$ cat src/assert_macros.svh
// Assertion macros, clocked on clk and disabled while rst_n is low.
`ifndef ASSERT_MACROS_SVH
`define ASSERT_MACROS_SVH

// cond must hold at every clock edge.
`define ASSERT_ALWAYS(lbl, cond, msg) \
    lbl: assert property (@(posedge clk) disable iff (!rst_n) (cond)) else $error(msg);

// ante at one edge implies cons at the same edge.
`define ASSERT_IMPLIES(lbl, ante, cons, msg) \
    lbl: assert property (@(posedge clk) disable iff (!rst_n) (ante) |-> (cons)) else $error(msg);

// ante at one edge implies cons at the next edge.
`define ASSERT_NEXT(lbl, ante, cons, msg) \
    lbl: assert property (@(posedge clk) disable iff (!rst_n) (ante) |=> (cons)) else $error(msg);

`endif

$ cat src/sha1_pkg.sv
package sha1_pkg;

    typedef logic [31:0] word_t;

    typedef enum logic [2:0] {
        ST_IDLE,
        ST_PAD,
        ST_ROUND,
        ST_ADD,
        ST_OUT
    } state_t;

    typedef enum logic [1:0] {
        PAD_MARK,
        PAD_ZERO,
        PAD_LEN,
        PAD_DONE
    } pad_kind_t;

    localparam int unsigned NUM_WORDS  = 5;
    localparam int unsigned NUM_ROUNDS = 80;

    localparam word_t H0_INIT = 32'h67452301;
    localparam word_t H1_INIT = 32'hEFCDAB89;
    localparam word_t H2_INIT = 32'h98BADCFE;
    localparam word_t H3_INIT = 32'h10325476;
    localparam word_t H4_INIT = 32'hC3D2E1F0;

    localparam logic [NUM_WORDS-1:0][31:0] H_INIT =
        {H4_INIT, H3_INIT, H2_INIT, H1_INIT, H0_INIT};

    localparam word_t K_0  = 32'h5A827999;
    localparam word_t K_20 = 32'h6ED9EBA1;
    localparam word_t K_40 = 32'h8F1BBCDC;
    localparam word_t K_60 = 32'hCA62C1D6;

    localparam logic [7:0] PAD_MARK_BYTE = 8'h80;
    localparam logic [5:0] LEN_BYTE_POS  = 6'd56;
    localparam logic [5:0] LAST_BYTE_POS = 6'd63;

    function automatic word_t rotl(input word_t x, input int unsigned r);
        rotl = (x << r) | (x >> (32 - r));
    endfunction

endpackage

$ cat src/sha1_message_digest_unit.sv
// SHA-1 digest unit.
// Input stream (s_axis): one message byte per transaction. tdata is the byte,
// tuser flags it as a message byte, tlast ends the message. An item with tuser
// low and tlast high ends the message without adding a byte (empty message).
// Output stream (m_axis): five transactions per message, H0 first; tdata is the
// digest word, tuser its index 0..4, tlast marks H4.
// Flow: a byte that does not close a 64-byte block leaves the unit ready for
// the next byte. A byte that closes a block starts the round engine: 80 rounds
// at one per cycle, then the chaining add, with s_axis_tready low. On tlast the
// padding bytes, up to 72, go through the same byte path, one per cycle
// outside the one or two more compressions. The five digest words then follow,
// one per cycle while m_axis_tready is high.
// Each round uses the single 5-operand round adder.
// A stalled receiver holds the current word; no input is taken until all five
// words are delivered. Reset loads the SHA-1 initial values and clears the
// byte and length counters; the same happens after each digest.
`include "assert_macros.svh"

module sha1_message_digest_unit (
    input  logic        clk,
    input  logic        rst_n,
    input  logic        s_axis_tvalid,
    output logic        s_axis_tready,
    input  logic [7:0]  s_axis_tdata,   // data_byte
    input  logic        s_axis_tuser,   // byte_valid
    input  logic        s_axis_tlast,   // last
    output logic        m_axis_tvalid,
    input  logic        m_axis_tready,
    output logic [31:0] m_axis_tdata,   // digest_word
    output logic [2:0]  m_axis_tuser,   // word_index
    output logic        m_axis_tlast    // last_word
);

    sha1_pkg::state_t                 state_reg, state_next;
    sha1_pkg::pad_kind_t              pad_reg, pad_next;
    logic                             fin_reg, fin_next;
    logic [6:0]                       round_reg, round_next;
    logic [5:0]                       count_reg, count_next;
    logic [63:0]                      len_reg, len_next;
    logic [2:0]                       idx_reg, idx_next;
    logic [sha1_pkg::NUM_WORDS-1:0][31:0] hash_reg, hash_next;
    logic [511:0]                     sched_reg, sched_next;
    sha1_pkg::word_t                  a_reg, b_reg, c_reg, d_reg, e_reg;
    sha1_pkg::word_t                  a_next, b_next, c_next, d_next, e_next;

    logic                             push_en;
    logic [7:0]                       push_byte;
    sha1_pkg::word_t                  w_sel, f_val, k_val;

    // oldest schedule word sits in the top bits
    function automatic sha1_pkg::word_t sched_word(input logic [511:0] s,
                                                   input int unsigned i);
        sched_word = s[511 - 32*i -: 32];
    endfunction

    always_comb
    begin
        if (round_reg < 7'd16)
        begin
            w_sel = sched_word(sched_reg, 0);
        end
        else
        begin
            w_sel = sha1_pkg::rotl(sched_word(sched_reg, 13) ^ sched_word(sched_reg, 8)
                                 ^ sched_word(sched_reg, 2) ^ sched_word(sched_reg, 0), 1);
        end
        if (round_reg < 7'd20)
        begin
            f_val = (b_reg & c_reg) | (~b_reg & d_reg);
            k_val = sha1_pkg::K_0;
        end
        else if (round_reg < 7'd40)
        begin
            f_val = b_reg ^ c_reg ^ d_reg;
            k_val = sha1_pkg::K_20;
        end
        else if (round_reg < 7'd60)
        begin
            f_val = (b_reg & c_reg) | (b_reg & d_reg) | (c_reg & d_reg);
            k_val = sha1_pkg::K_40;
        end
        else
        begin
            f_val = b_reg ^ c_reg ^ d_reg;
            k_val = sha1_pkg::K_60;
        end
    end

    always_comb
    begin
        state_next = state_reg;
        pad_next   = pad_reg;
        fin_next   = fin_reg;
        round_next = round_reg;
        count_next = count_reg;
        len_next   = len_reg;
        idx_next   = idx_reg;
        hash_next  = hash_reg;
        sched_next = sched_reg;
        a_next     = a_reg;
        b_next     = b_reg;
        c_next     = c_reg;
        d_next     = d_reg;
        e_next     = e_reg;
        push_en    = 1'b0;
        push_byte  = '0;

        unique case (state_reg)
            sha1_pkg::ST_IDLE:
            begin
                if (s_axis_tvalid)
                begin
                    if (s_axis_tuser)
                    begin
                        push_en   = 1'b1;
                        push_byte = s_axis_tdata;
                        len_next  = len_reg + 64'd8;
                    end
                    fin_next = s_axis_tlast;
                    pad_next = sha1_pkg::PAD_MARK;
                    if (s_axis_tlast)
                    begin
                        state_next = sha1_pkg::ST_PAD;
                    end
                end
            end
            sha1_pkg::ST_PAD:
            begin
                push_en = 1'b1;
                case (pad_reg) inside
                    sha1_pkg::PAD_MARK, sha1_pkg::PAD_ZERO:
                    begin
                        push_byte = (pad_reg == sha1_pkg::PAD_MARK) ?
                                    sha1_pkg::PAD_MARK_BYTE : 8'h00;
                        pad_next  = (count_reg + 6'd1 == sha1_pkg::LEN_BYTE_POS) ?
                                    sha1_pkg::PAD_LEN : sha1_pkg::PAD_ZERO;
                    end
                    sha1_pkg::PAD_LEN:
                    begin
                        push_byte = len_reg[63:56];
                        len_next  = {len_reg[55:0], 8'h00};
                        if (count_reg == sha1_pkg::LAST_BYTE_POS)
                        begin
                            pad_next = sha1_pkg::PAD_DONE;
                        end
                    end
                    default:
                    begin
                        push_en = 1'b0;
                    end
                endcase
            end
            sha1_pkg::ST_ROUND:
            begin
                sched_next = {sched_reg[479:0], w_sel};
                a_next = sha1_pkg::rotl(a_reg, 5) + f_val + e_reg + k_val + w_sel;
                b_next = a_reg;
                c_next = sha1_pkg::rotl(b_reg, 30);
                d_next = c_reg;
                e_next = d_reg;
                round_next = round_reg + 7'd1;
                if (round_reg == 7'(sha1_pkg::NUM_ROUNDS - 1))
                begin
                    state_next = sha1_pkg::ST_ADD;
                end
            end
            sha1_pkg::ST_ADD:
            begin
                hash_next[0] = hash_reg[0] + a_reg;
                hash_next[1] = hash_reg[1] + b_reg;
                hash_next[2] = hash_reg[2] + c_reg;
                hash_next[3] = hash_reg[3] + d_reg;
                hash_next[4] = hash_reg[4] + e_reg;
                if (!fin_reg)
                begin
                    state_next = sha1_pkg::ST_IDLE;
                end
                else if (pad_reg == sha1_pkg::PAD_DONE)
                begin
                    state_next = sha1_pkg::ST_OUT;
                    idx_next   = '0;
                end
                else
                begin
                    state_next = sha1_pkg::ST_PAD;
                end
            end
            sha1_pkg::ST_OUT:
            begin
                if (m_axis_tready)
                begin
                    idx_next = idx_reg + 3'd1;
                    if (idx_reg == 3'(sha1_pkg::NUM_WORDS - 1))
                    begin
                        state_next = sha1_pkg::ST_IDLE;
                        hash_next  = sha1_pkg::H_INIT;
                        len_next   = '0;
                        fin_next   = 1'b0;
                        idx_next   = '0;
                    end
                end
            end
            default:
            begin
                state_next = sha1_pkg::ST_IDLE;
            end
        endcase

        // byte path shared by message and padding; a full block starts the rounds
        if (push_en)
        begin
            sched_next = {sched_reg[503:0], push_byte};
            count_next = count_reg + 6'd1;
            if (count_reg == sha1_pkg::LAST_BYTE_POS)
            begin
                state_next = sha1_pkg::ST_ROUND;
                round_next = '0;
                a_next     = hash_reg[0];
                b_next     = hash_reg[1];
                c_next     = hash_reg[2];
                d_next     = hash_reg[3];
                e_next     = hash_reg[4];
            end
        end
    end

    always_ff @(posedge clk or negedge rst_n)
    begin
        if (!rst_n)
        begin
            state_reg <= sha1_pkg::ST_IDLE;
            pad_reg   <= sha1_pkg::PAD_MARK;
            fin_reg   <= 1'b0;
            round_reg <= '0;
            count_reg <= '0;
            len_reg   <= '0;
            idx_reg   <= '0;
            hash_reg  <= sha1_pkg::H_INIT;
        end
        else
        begin
            state_reg <= state_next;
            pad_reg   <= pad_next;
            fin_reg   <= fin_next;
            round_reg <= round_next;
            count_reg <= count_next;
            len_reg   <= len_next;
            idx_reg   <= idx_next;
            hash_reg  <= hash_next;
        end
    end

    always_ff @(posedge clk)
    begin
        sched_reg <= sched_next;
        a_reg     <= a_next;
        b_reg     <= b_next;
        c_reg     <= c_next;
        d_reg     <= d_next;
        e_reg     <= e_next;
    end

    assign s_axis_tready = (state_reg == sha1_pkg::ST_IDLE);
    assign m_axis_tvalid = (state_reg == sha1_pkg::ST_OUT);
    assign m_axis_tdata  = hash_reg[idx_reg];
    assign m_axis_tuser  = idx_reg;
    assign m_axis_tlast  = (idx_reg == 3'(sha1_pkg::NUM_WORDS - 1));

    `ASSERT_ALWAYS(a_one_side, !(s_axis_tready && m_axis_tvalid), "both sides open")
    `ASSERT_IMPLIES(a_round, state_reg == sha1_pkg::ST_ROUND, round_reg < 7'd80, "overrun")
    `ASSERT_IMPLIES(a_out_aligned, m_axis_tvalid, count_reg == 6'd0, "digest mid-block")
    `ASSERT_IMPLIES(a_out_padded, m_axis_tvalid, pad_reg == sha1_pkg::PAD_DONE, "no padding")
    `ASSERT_NEXT(a_restart, m_axis_tlast && m_axis_tready, s_axis_tready, "no restart")

endmodule

$ cat config.mk
export PLATFORM = sky130hd
export DESIGN_NAME = sha1_message_digest_unit
export DESIGN_NICKNAME = d
export VERILOG_FILES = /design/src/sha1_pkg.sv /design/src/sha1_message_digest_unit.sv
export VERILOG_INCLUDE_DIRS = /design/src /design/src/src
export SDC_FILE = /design/constraint.sdc
export NUM_CORES = 2
export LEC_CHECK = 0
export ABC_CLOCK_PERIOD_IN_PS = 22400
export BUFFER_PORTS_ARGS = -buffer_cell sky130_fd_sc_hd__buf_2
export CAP_MARGIN = 0
export CORE_ASPECT_RATIO = 2
export CORE_MARGIN = 1.5
export CORE_UTILIZATION = 63
export CTS_BUF_LIST = sky130_fd_sc_hd__clkbuf_4 sky130_fd_sc_hd__clkbuf_8 sky130_fd_sc_hd__clkbuf_16
export DETAILED_ROUTE_END_ITERATION = 8
export PLACE_DENSITY = 0.79
export SLEW_MARGIN = 30
export SYNTH_ARGS = -nofsm -noshare
export SYNTH_HDL_FRONTEND = slang
export SYNTH_SLANG_ARGS = --single-unit
$ cat constraint.sdc
create_clock -name clk -period 22.4 [get_ports clk]
set_input_delay 5.6 -clock clk [delete_from_list [all_inputs] [get_ports clk]]
set_output_delay 5.6 -clock clk [all_outputs]
set_load 0.005 [all_outputs]
After elaboration in Yosys (flattened, before gate mapping)
Cells that the tools add are included.

Bits of input ports: 14. Logic and storage cells: 161. Register bits: 918. Output and inout port bits: 38.

$lt $le $gt $ge: 5. Add/sub/neg operators: 13. Reduce and logical (&&, ||, !) cells: 13. Multiplexer cells: 75. Bitwise gates (word level): 16. Eq/ne operators: 21.

Operators with widths (count): 512-bit two-way mux (2); 32-bit two-way mux (22); 64-bit two-way mux (6); 160-bit two-way mux (2); 160-bit case mux with 2 select lines (1); 32-bit adder (9); 64-bit case mux with 3 select lines (1); 32-bit XOR (5); 32-bit AND (4); 32-bit binary-select mux with 3-bit select (1); 32-bit bitwise OR (3); 64-bit by 4-bit adder with 64-bit output, second input constant (1); 8-bit two-way mux (5); 3-bit two-way mux (13); 32-bit inverter (1); 32-bit by 1-bit bitwise OR with 32-bit output (1); 32-bit by 30-bit bitwise OR with 32-bit output (1); 32-bit by 5-bit bitwise OR with 32-bit output (1); 31-bit two-way mux (1); 7-bit two-way mux (3); 8-bit case mux with 2 select lines (1); 3-bit case mux with 5 select lines (1); 7-bit by 5-bit less-than comparator with 1-bit output, second input constant (2); 7-bit by 6-bit less-than comparator with 1-bit output, second input constant (2); other kinds (27) (54).

Logic depth before layout (Yosys ltp)
Depth after elaboration: 13. Mapped depth: 27. Depth with buffers taken out: 25.

Worst setup path after synthesis
No wires, ideal clock.

Path type: input to register. From: input s_axis_tvalid. To: register sched_reg[0], enable pin. Required time: 18.762 ns. Stages: 7. Library setup time: 3.638 ns. Path slack: 3.444 ns. Arrival: 15.318 ns. Buffers on the path: 3. Path through: and2_1 -> and2_0 -> clkbuf_1 -> a21oi_1 -> clkbuf_1 -> clkbuf_1 -> nand2_1.

Cells in the longest elaborated chain, start to end: 3.

Ends and longest elaborated chain: start: declaration (line sha1_message_digest_unit.sv:22) `input logic s_axis_tvalid,`; 1-bit two-way mux (line sha1_message_digest_unit.sv:111) `if (s_axis_tvalid)`; 1-bit case mux with 2 select lines (line sha1_message_digest_unit.sv:108) `unique case (state_reg)`; 2-bit nonzero test (no line); end signal: assignment (line sha1_message_digest_unit.sv:255) `sched_reg <= sched_next;`; end: declaration (line sha1_message_digest_unit.sv:42) `logic [511:0] sched_reg, sched_next;`.

No other way between the ends. A chain may end at the register's enable or synchronous reset.

Final worst setup path
From: input s_axis_tvalid. To: register sched_reg[349], data pin.

Cells in the longest elaborated chain, start to end: 3.

Ends and longest elaborated chain: 1-bit two-way mux (line sha1_message_digest_unit.sv:111); 1-bit case mux with 2 select lines (line sha1_message_digest_unit.sv:108); 512-bit two-way mux (line sha1_message_digest_unit.sv:210) `if (push_en)`; via sched_next[349] (line sha1_message_digest_unit.sv:42).

The timed path passes the listed nets, and every way through them passes these cells.

==> flow_summary.html <==
<table>
<tr><th>Metric</th><th>Value</th></tr>
<tr><th colspan="2">Global routing</th></tr>
<tr><td>Number of antenna violations at the first check in global routing</td><td>2</td></tr>
<tr><td>Total track usage</td><td>36.4%</td></tr>
<tr><td>Global-route wire length before repair</td><td>239000 um</td></tr>
<tr><td>Vias in the first global route</td><td>43.1k</td></tr>
<tr><td>Maximum number of pins on one net before global-route repair</td><td>238</td></tr>
<tr><td>Gr ovfl total</td><td>0</td></tr>
<tr><th colspan="2">Logic synthesis</th></tr>
<tr><td>Synth area leaders</td><td>sky130_fd_sc_hd__edfxtp_1, sky130_fd_sc_hd__nand2_1, sky130_fd_sc_hd__dfrtp_1</td></tr>
<tr><td>Share of synthesized flip-flops with an asynchronous set or reset</td><td>26.6%</td></tr>
<tr><td>Count of flip-flops with a built-in enable after synthesis</td><td>512</td></tr>
<tr><td>Most frequently used cell type in the post-synthesis netlist</td><td>sky130_fd_sc_hd__nand2_1</td></tr>
<tr><td>Flip-flop and latch count after synthesis</td><td>915</td></tr>
<tr><td>Seq/Total Area, Yosys</td><td>46.9%</td></tr>
<tr><td>Synthesized net count</td><td>6208</td></tr>
<tr><td>Yosys synthesis warning count</td><td>0</td></tr>
<tr><td>Number of distinct library cell variants in the gate-level netlist after synthesis</td><td>86</td></tr>
<tr><td>Synth area leader</td><td>sky130_fd_sc_hd__edfxtp_1</td></tr>
<tr><td>Most frequent cells after synthesis</td><td>sky130_fd_sc_hd__nand2_1, sky130_fd_sc_hd__edfxtp_1, sky130_fd_sc_hd__nor2_1</td></tr>
<tr><td>Post-Synthesis Cells</td><td>5871</td></tr>
<tr><td>Syn avg cell area</td><td>8.98 um^2</td></tr>
<tr><td>Top FF cell, synth</td><td>sky130_fd_sc_hd__edfxtp_1</td></tr>
<tr><td>Cell area after synthesis</td><td>52700 um^2</td></tr>
<tr><td>Area share of the leading cell type in the synthesized netlist</td><td>29.1%</td></tr>
<tr><th colspan="2">Timing</th></tr>
<tr><td>Setup TNS</td><td>0 ns</td></tr>
<tr><td>Final Setup Violations</td><td>0</td></tr>
<tr><td>Final max-slew violation count</td><td>0</td></tr>
<tr><td>Tightest slew margin relative to the limit</td><td>26.4%</td></tr>
<tr><td>Post-Route Skew</td><td>0.0196 ns</td></tr>
<tr><td>Setup repair after global routing missed its margin</td><td>false</td></tr>
<tr><td>Final count of hold timing violations</td><td>0</td></tr>
<tr><td>Slew at the pin closest to its max-slew limit</td><td>1.09 ns</td></tr>
<tr><td>Highest clock frequency the design can meet</td><td>0.0964 GHz</td></tr>
<tr><td>Final clock period utilization by the worst path</td><td>46.3%</td></tr>
<tr><td>Min cycle time layout</td><td>10.37 ns</td></tr>
<tr><th colspan="2">Floorplan</th></tr>
<tr><td>Number of primary I/O pins</td><td>52</td></tr>
<tr><td>Initial Utilization</td><td>63.7%</td></tr>
<tr><td>Horizontal extent of the die</td><td>208 um</td></tr>
<tr><td>Core area</td><td>82800 um^2</td></tr>
<tr><td>Die boundary height</td><td>412 um</td></tr>
<tr><td>Site Rows</td><td>149</td></tr>
<tr><td>Total Die Area</td><td>85600 um^2</td></tr>
<tr><th colspan="2">Detailed routing</th></tr>
<tr><td>Routed WL</td><td>155000 um</td></tr>
<tr><td>Mean number of vias per cell</td><td>6.24</td></tr>
<tr><td>Total number of vias</td><td>43.1k</td></tr>
<tr><td>Violation count after the first detailed-route iteration</td><td>3605</td></tr>
<tr><td>Routed len/inst</td><td>22.4 um</td></tr>
<tr><td>Number of routed nets with antenna violations</td><td>0</td></tr>
<tr><td>Post-route DRC</td><td>0</td></tr>
<tr><td>Iteration count of the initial detailed-routing pass</td><td>6</td></tr>
<tr><th colspan="2">Placed design</th></tr>
<tr><td>DP Cell Count</td><td>6757</td></tr>
<tr><td>Number of buffers inserted by port buffering</td><td>51</td></tr>
<tr><td>GPL Wtd Cong</td><td>0.996</td></tr>
<tr><td>Dpl hpwl</td><td>106000 um</td></tr>
<tr><th colspan="2">Critical path</th></tr>
<tr><td>Kind of critical path</td><td>in -&gt; reg</td></tr>
<tr><td>Required time at the worst-slack endpoint</td><td>22.94 ns</td></tr>
<tr><td>Data arrival time of the worst path</td><td>10.91 ns</td></tr>
<tr><td>Maximum fanout along the worst path</td><td>95</td></tr>
<tr><td>Capturing element type of the critical path</td><td>register</td></tr>
<tr><td>Crit path launch type</td><td>input port</td></tr>
<tr><th colspan="2">Clock tree</th></tr>
<tr><td>TritonCTS clock tree</td><td>done</td></tr>
<tr><td>Post-CTS Hold Fix Bufs</td><td>0</td></tr>
<tr><td>Clock latency on the worst-skew pair</td><td>0.69 ns</td></tr>
<tr><td>Root Driver</td><td>sky130_fd_sc_hd__clkbuf_16</td></tr>
<tr><td>Clock-pin slew reported for the worst setup and hold paths after clock tree synthesis</td><td>0.07 ns</td></tr>
<tr><td>Clock Sinks</td><td>915</td></tr>
<tr><td>Number of buffers inserted during clock tree synthesis</td><td>82</td></tr>
<tr><td>H-tree lvl count</td><td>3</td></tr>
<tr><td>Maximum buffer depth of the clock tree</td><td>3</td></tr>
<tr><td>Post-cts repair resize count</td><td>0</td></tr>
<tr><td>Post-CTS setup repair buffer count</td><td>0</td></tr>
<tr><th colspan="2">Status</th></tr>
<tr><td>Result of the run</td><td>finished clean</td></tr>
<tr><th colspan="2">Finish</th></tr>
<tr><td>Layout cell share with drive strength beyond 1</td><td>6.93%</td></tr>
<tr><td>Combined area of the multi-input logic cells</td><td>26000 um^2</td></tr>
<tr><td>Area added between synthesis and finish</td><td>7.56%</td></tr>
<tr><td>Filler cells</td><td>6503</td></tr>
<tr><td>Sequential cell area in the final layout</td><td>24800 um^2</td></tr>
<tr><td>Flip-flop count of the largest register after layout</td><td>512</td></tr>
<tr><td>Number of inserted diodes</td><td>0</td></tr>
<tr><td>Post-layout net count</td><td>6125</td></tr>
<tr><td>Fin cells</td><td>6914</td></tr>
<tr><th colspan="2">Flow run</th></tr>
<tr><td>Max-cap viol count</td><td>0</td></tr>
<tr><th colspan="2">Hold path</th></tr>
<tr><td>Worst min-delay path category</td><td>reg -&gt; reg</td></tr>
</table>
==> final cells by class <==
class / instances / area share [%]
multi-input combinational: 4411 / 45.9
tap: 1057 / 2.33
clock buffer: 106 / 4.06
sequential: 915 / 43.6
inverter: 270 / 1.79
clock inverter: 47 / 0.860
timing repair buffer: 108 / 1.43
==> final timing paths <==
path                                     startpoint                   endpoint  slack (ns)  cells past startpoint
setup / recovery                      s_axis_tvalid   sched_reg[349]$_DFFE_PP_       12.03                     11
hold / removal             count_reg[5]$_DFFE_PN0P_   count_reg[5]$_DFFE_PN0P_        0.48                      1
setup reg to reg             round_reg[4]$_DFF_PN0_          a_reg[31]$_DFF_P_       14.85                     25
hold reg to reg            count_reg[5]$_DFFE_PN0P_   count_reg[5]$_DFFE_PN0P_        0.48                      1
max in group asynchronous                     rst_n  hash_reg[102]$_DFFE_PN1P_       15.95                      3
min in group asynchronous                     rst_n  hash_reg[115]$_DFFE_PN0P_        4.89                      1
==> cell families after synthesis <==
logic type	synth area share [%]
flip-flops	46.9
AO/OA/AOI/OAI	13.5
adder cells (fa/ha/maj)	9.44
multiplexers	1.95
buffers and inverters	3.90
XOR/XNOR	4.42
AND/OR/NAND/NOR	19.9
==> per-layer routing <==
metal | track usage, % | share of wire, % | wire length [um] | up-vias
met5 | 0 | 0.0078 | 12 | -
met1 | 37.4 | 33 | 51400 | 20712
met2 | 61.8 | 49 | 76000 | 1763
met3 | 6.77 | 6.4 | 9920 | 761
met4 | 35.8 | 11 | 17300 | 2
li1 | - | - | - | 19883
==> stage by stage <==
step	utilization [%]	worst slack [ns]	instance area (um^2)	hold slack, ns
6_report	68.5	12.03	56700	0.481
5_1_grt	68.5	11.64	56700	0.484
4_1_cts	68.4	12.15	56600	0.478
3_5_place_dp	65.1	11.48	53900	0.467
3_3_place_gp	65.0	11.51	53800	0.466
2_1_floorplan	-	3.44	52700	0.442
==> worst max-delay path: stages <==
cell and delay [ns]:
sky130_fd_sc_hd__buf_2 0.13, sky130_fd_sc_hd__and2_1 0.20, sky130_fd_sc_hd__and2_0 0.44, sky130_fd_sc_hd__a21oi_4 0.28
sky130_fd_sc_hd__buf_4 0.71, sky130_fd_sc_hd__buf_4 0.86, sky130_fd_sc_hd__buf_4 0.80, sky130_fd_sc_hd__buf_4 0.82
sky130_fd_sc_hd__buf_4 0.64, sky130_fd_sc_hd__nand2_1 0.16, sky130_fd_sc_hd__nand2_1 0.11
==> cell usage in the layout (no fill, tap or decap), types with 85 or more instances in the layout <==
cell	netlist	layout
sky130_fd_sc_hd__a21o_1	86	86
sky130_fd_sc_hd__a21oi_1	316	315
sky130_fd_sc_hd__clkbuf_16	0	85
sky130_fd_sc_hd__dfrtp_1	163	161
sky130_fd_sc_hd__dfxtp_1	160	160
sky130_fd_sc_hd__edfxtp_1	512	512
sky130_fd_sc_hd__fa_1	125	125
sky130_fd_sc_hd__ha_1	198	198
sky130_fd_sc_hd__inv_1	266	266
sky130_fd_sc_hd__nand2_1	1782	1778
sky130_fd_sc_hd__nor2_1	499	496
sky130_fd_sc_hd__o21ai_0	329	327
sky130_fd_sc_hd__o22ai_1	150	150
sky130_fd_sc_hd__xnor2_1	190	190
Power is left out: the tool's default activity adds up to more than one toggle a clock period on the data nets, which glitch-free logic cannot reach.
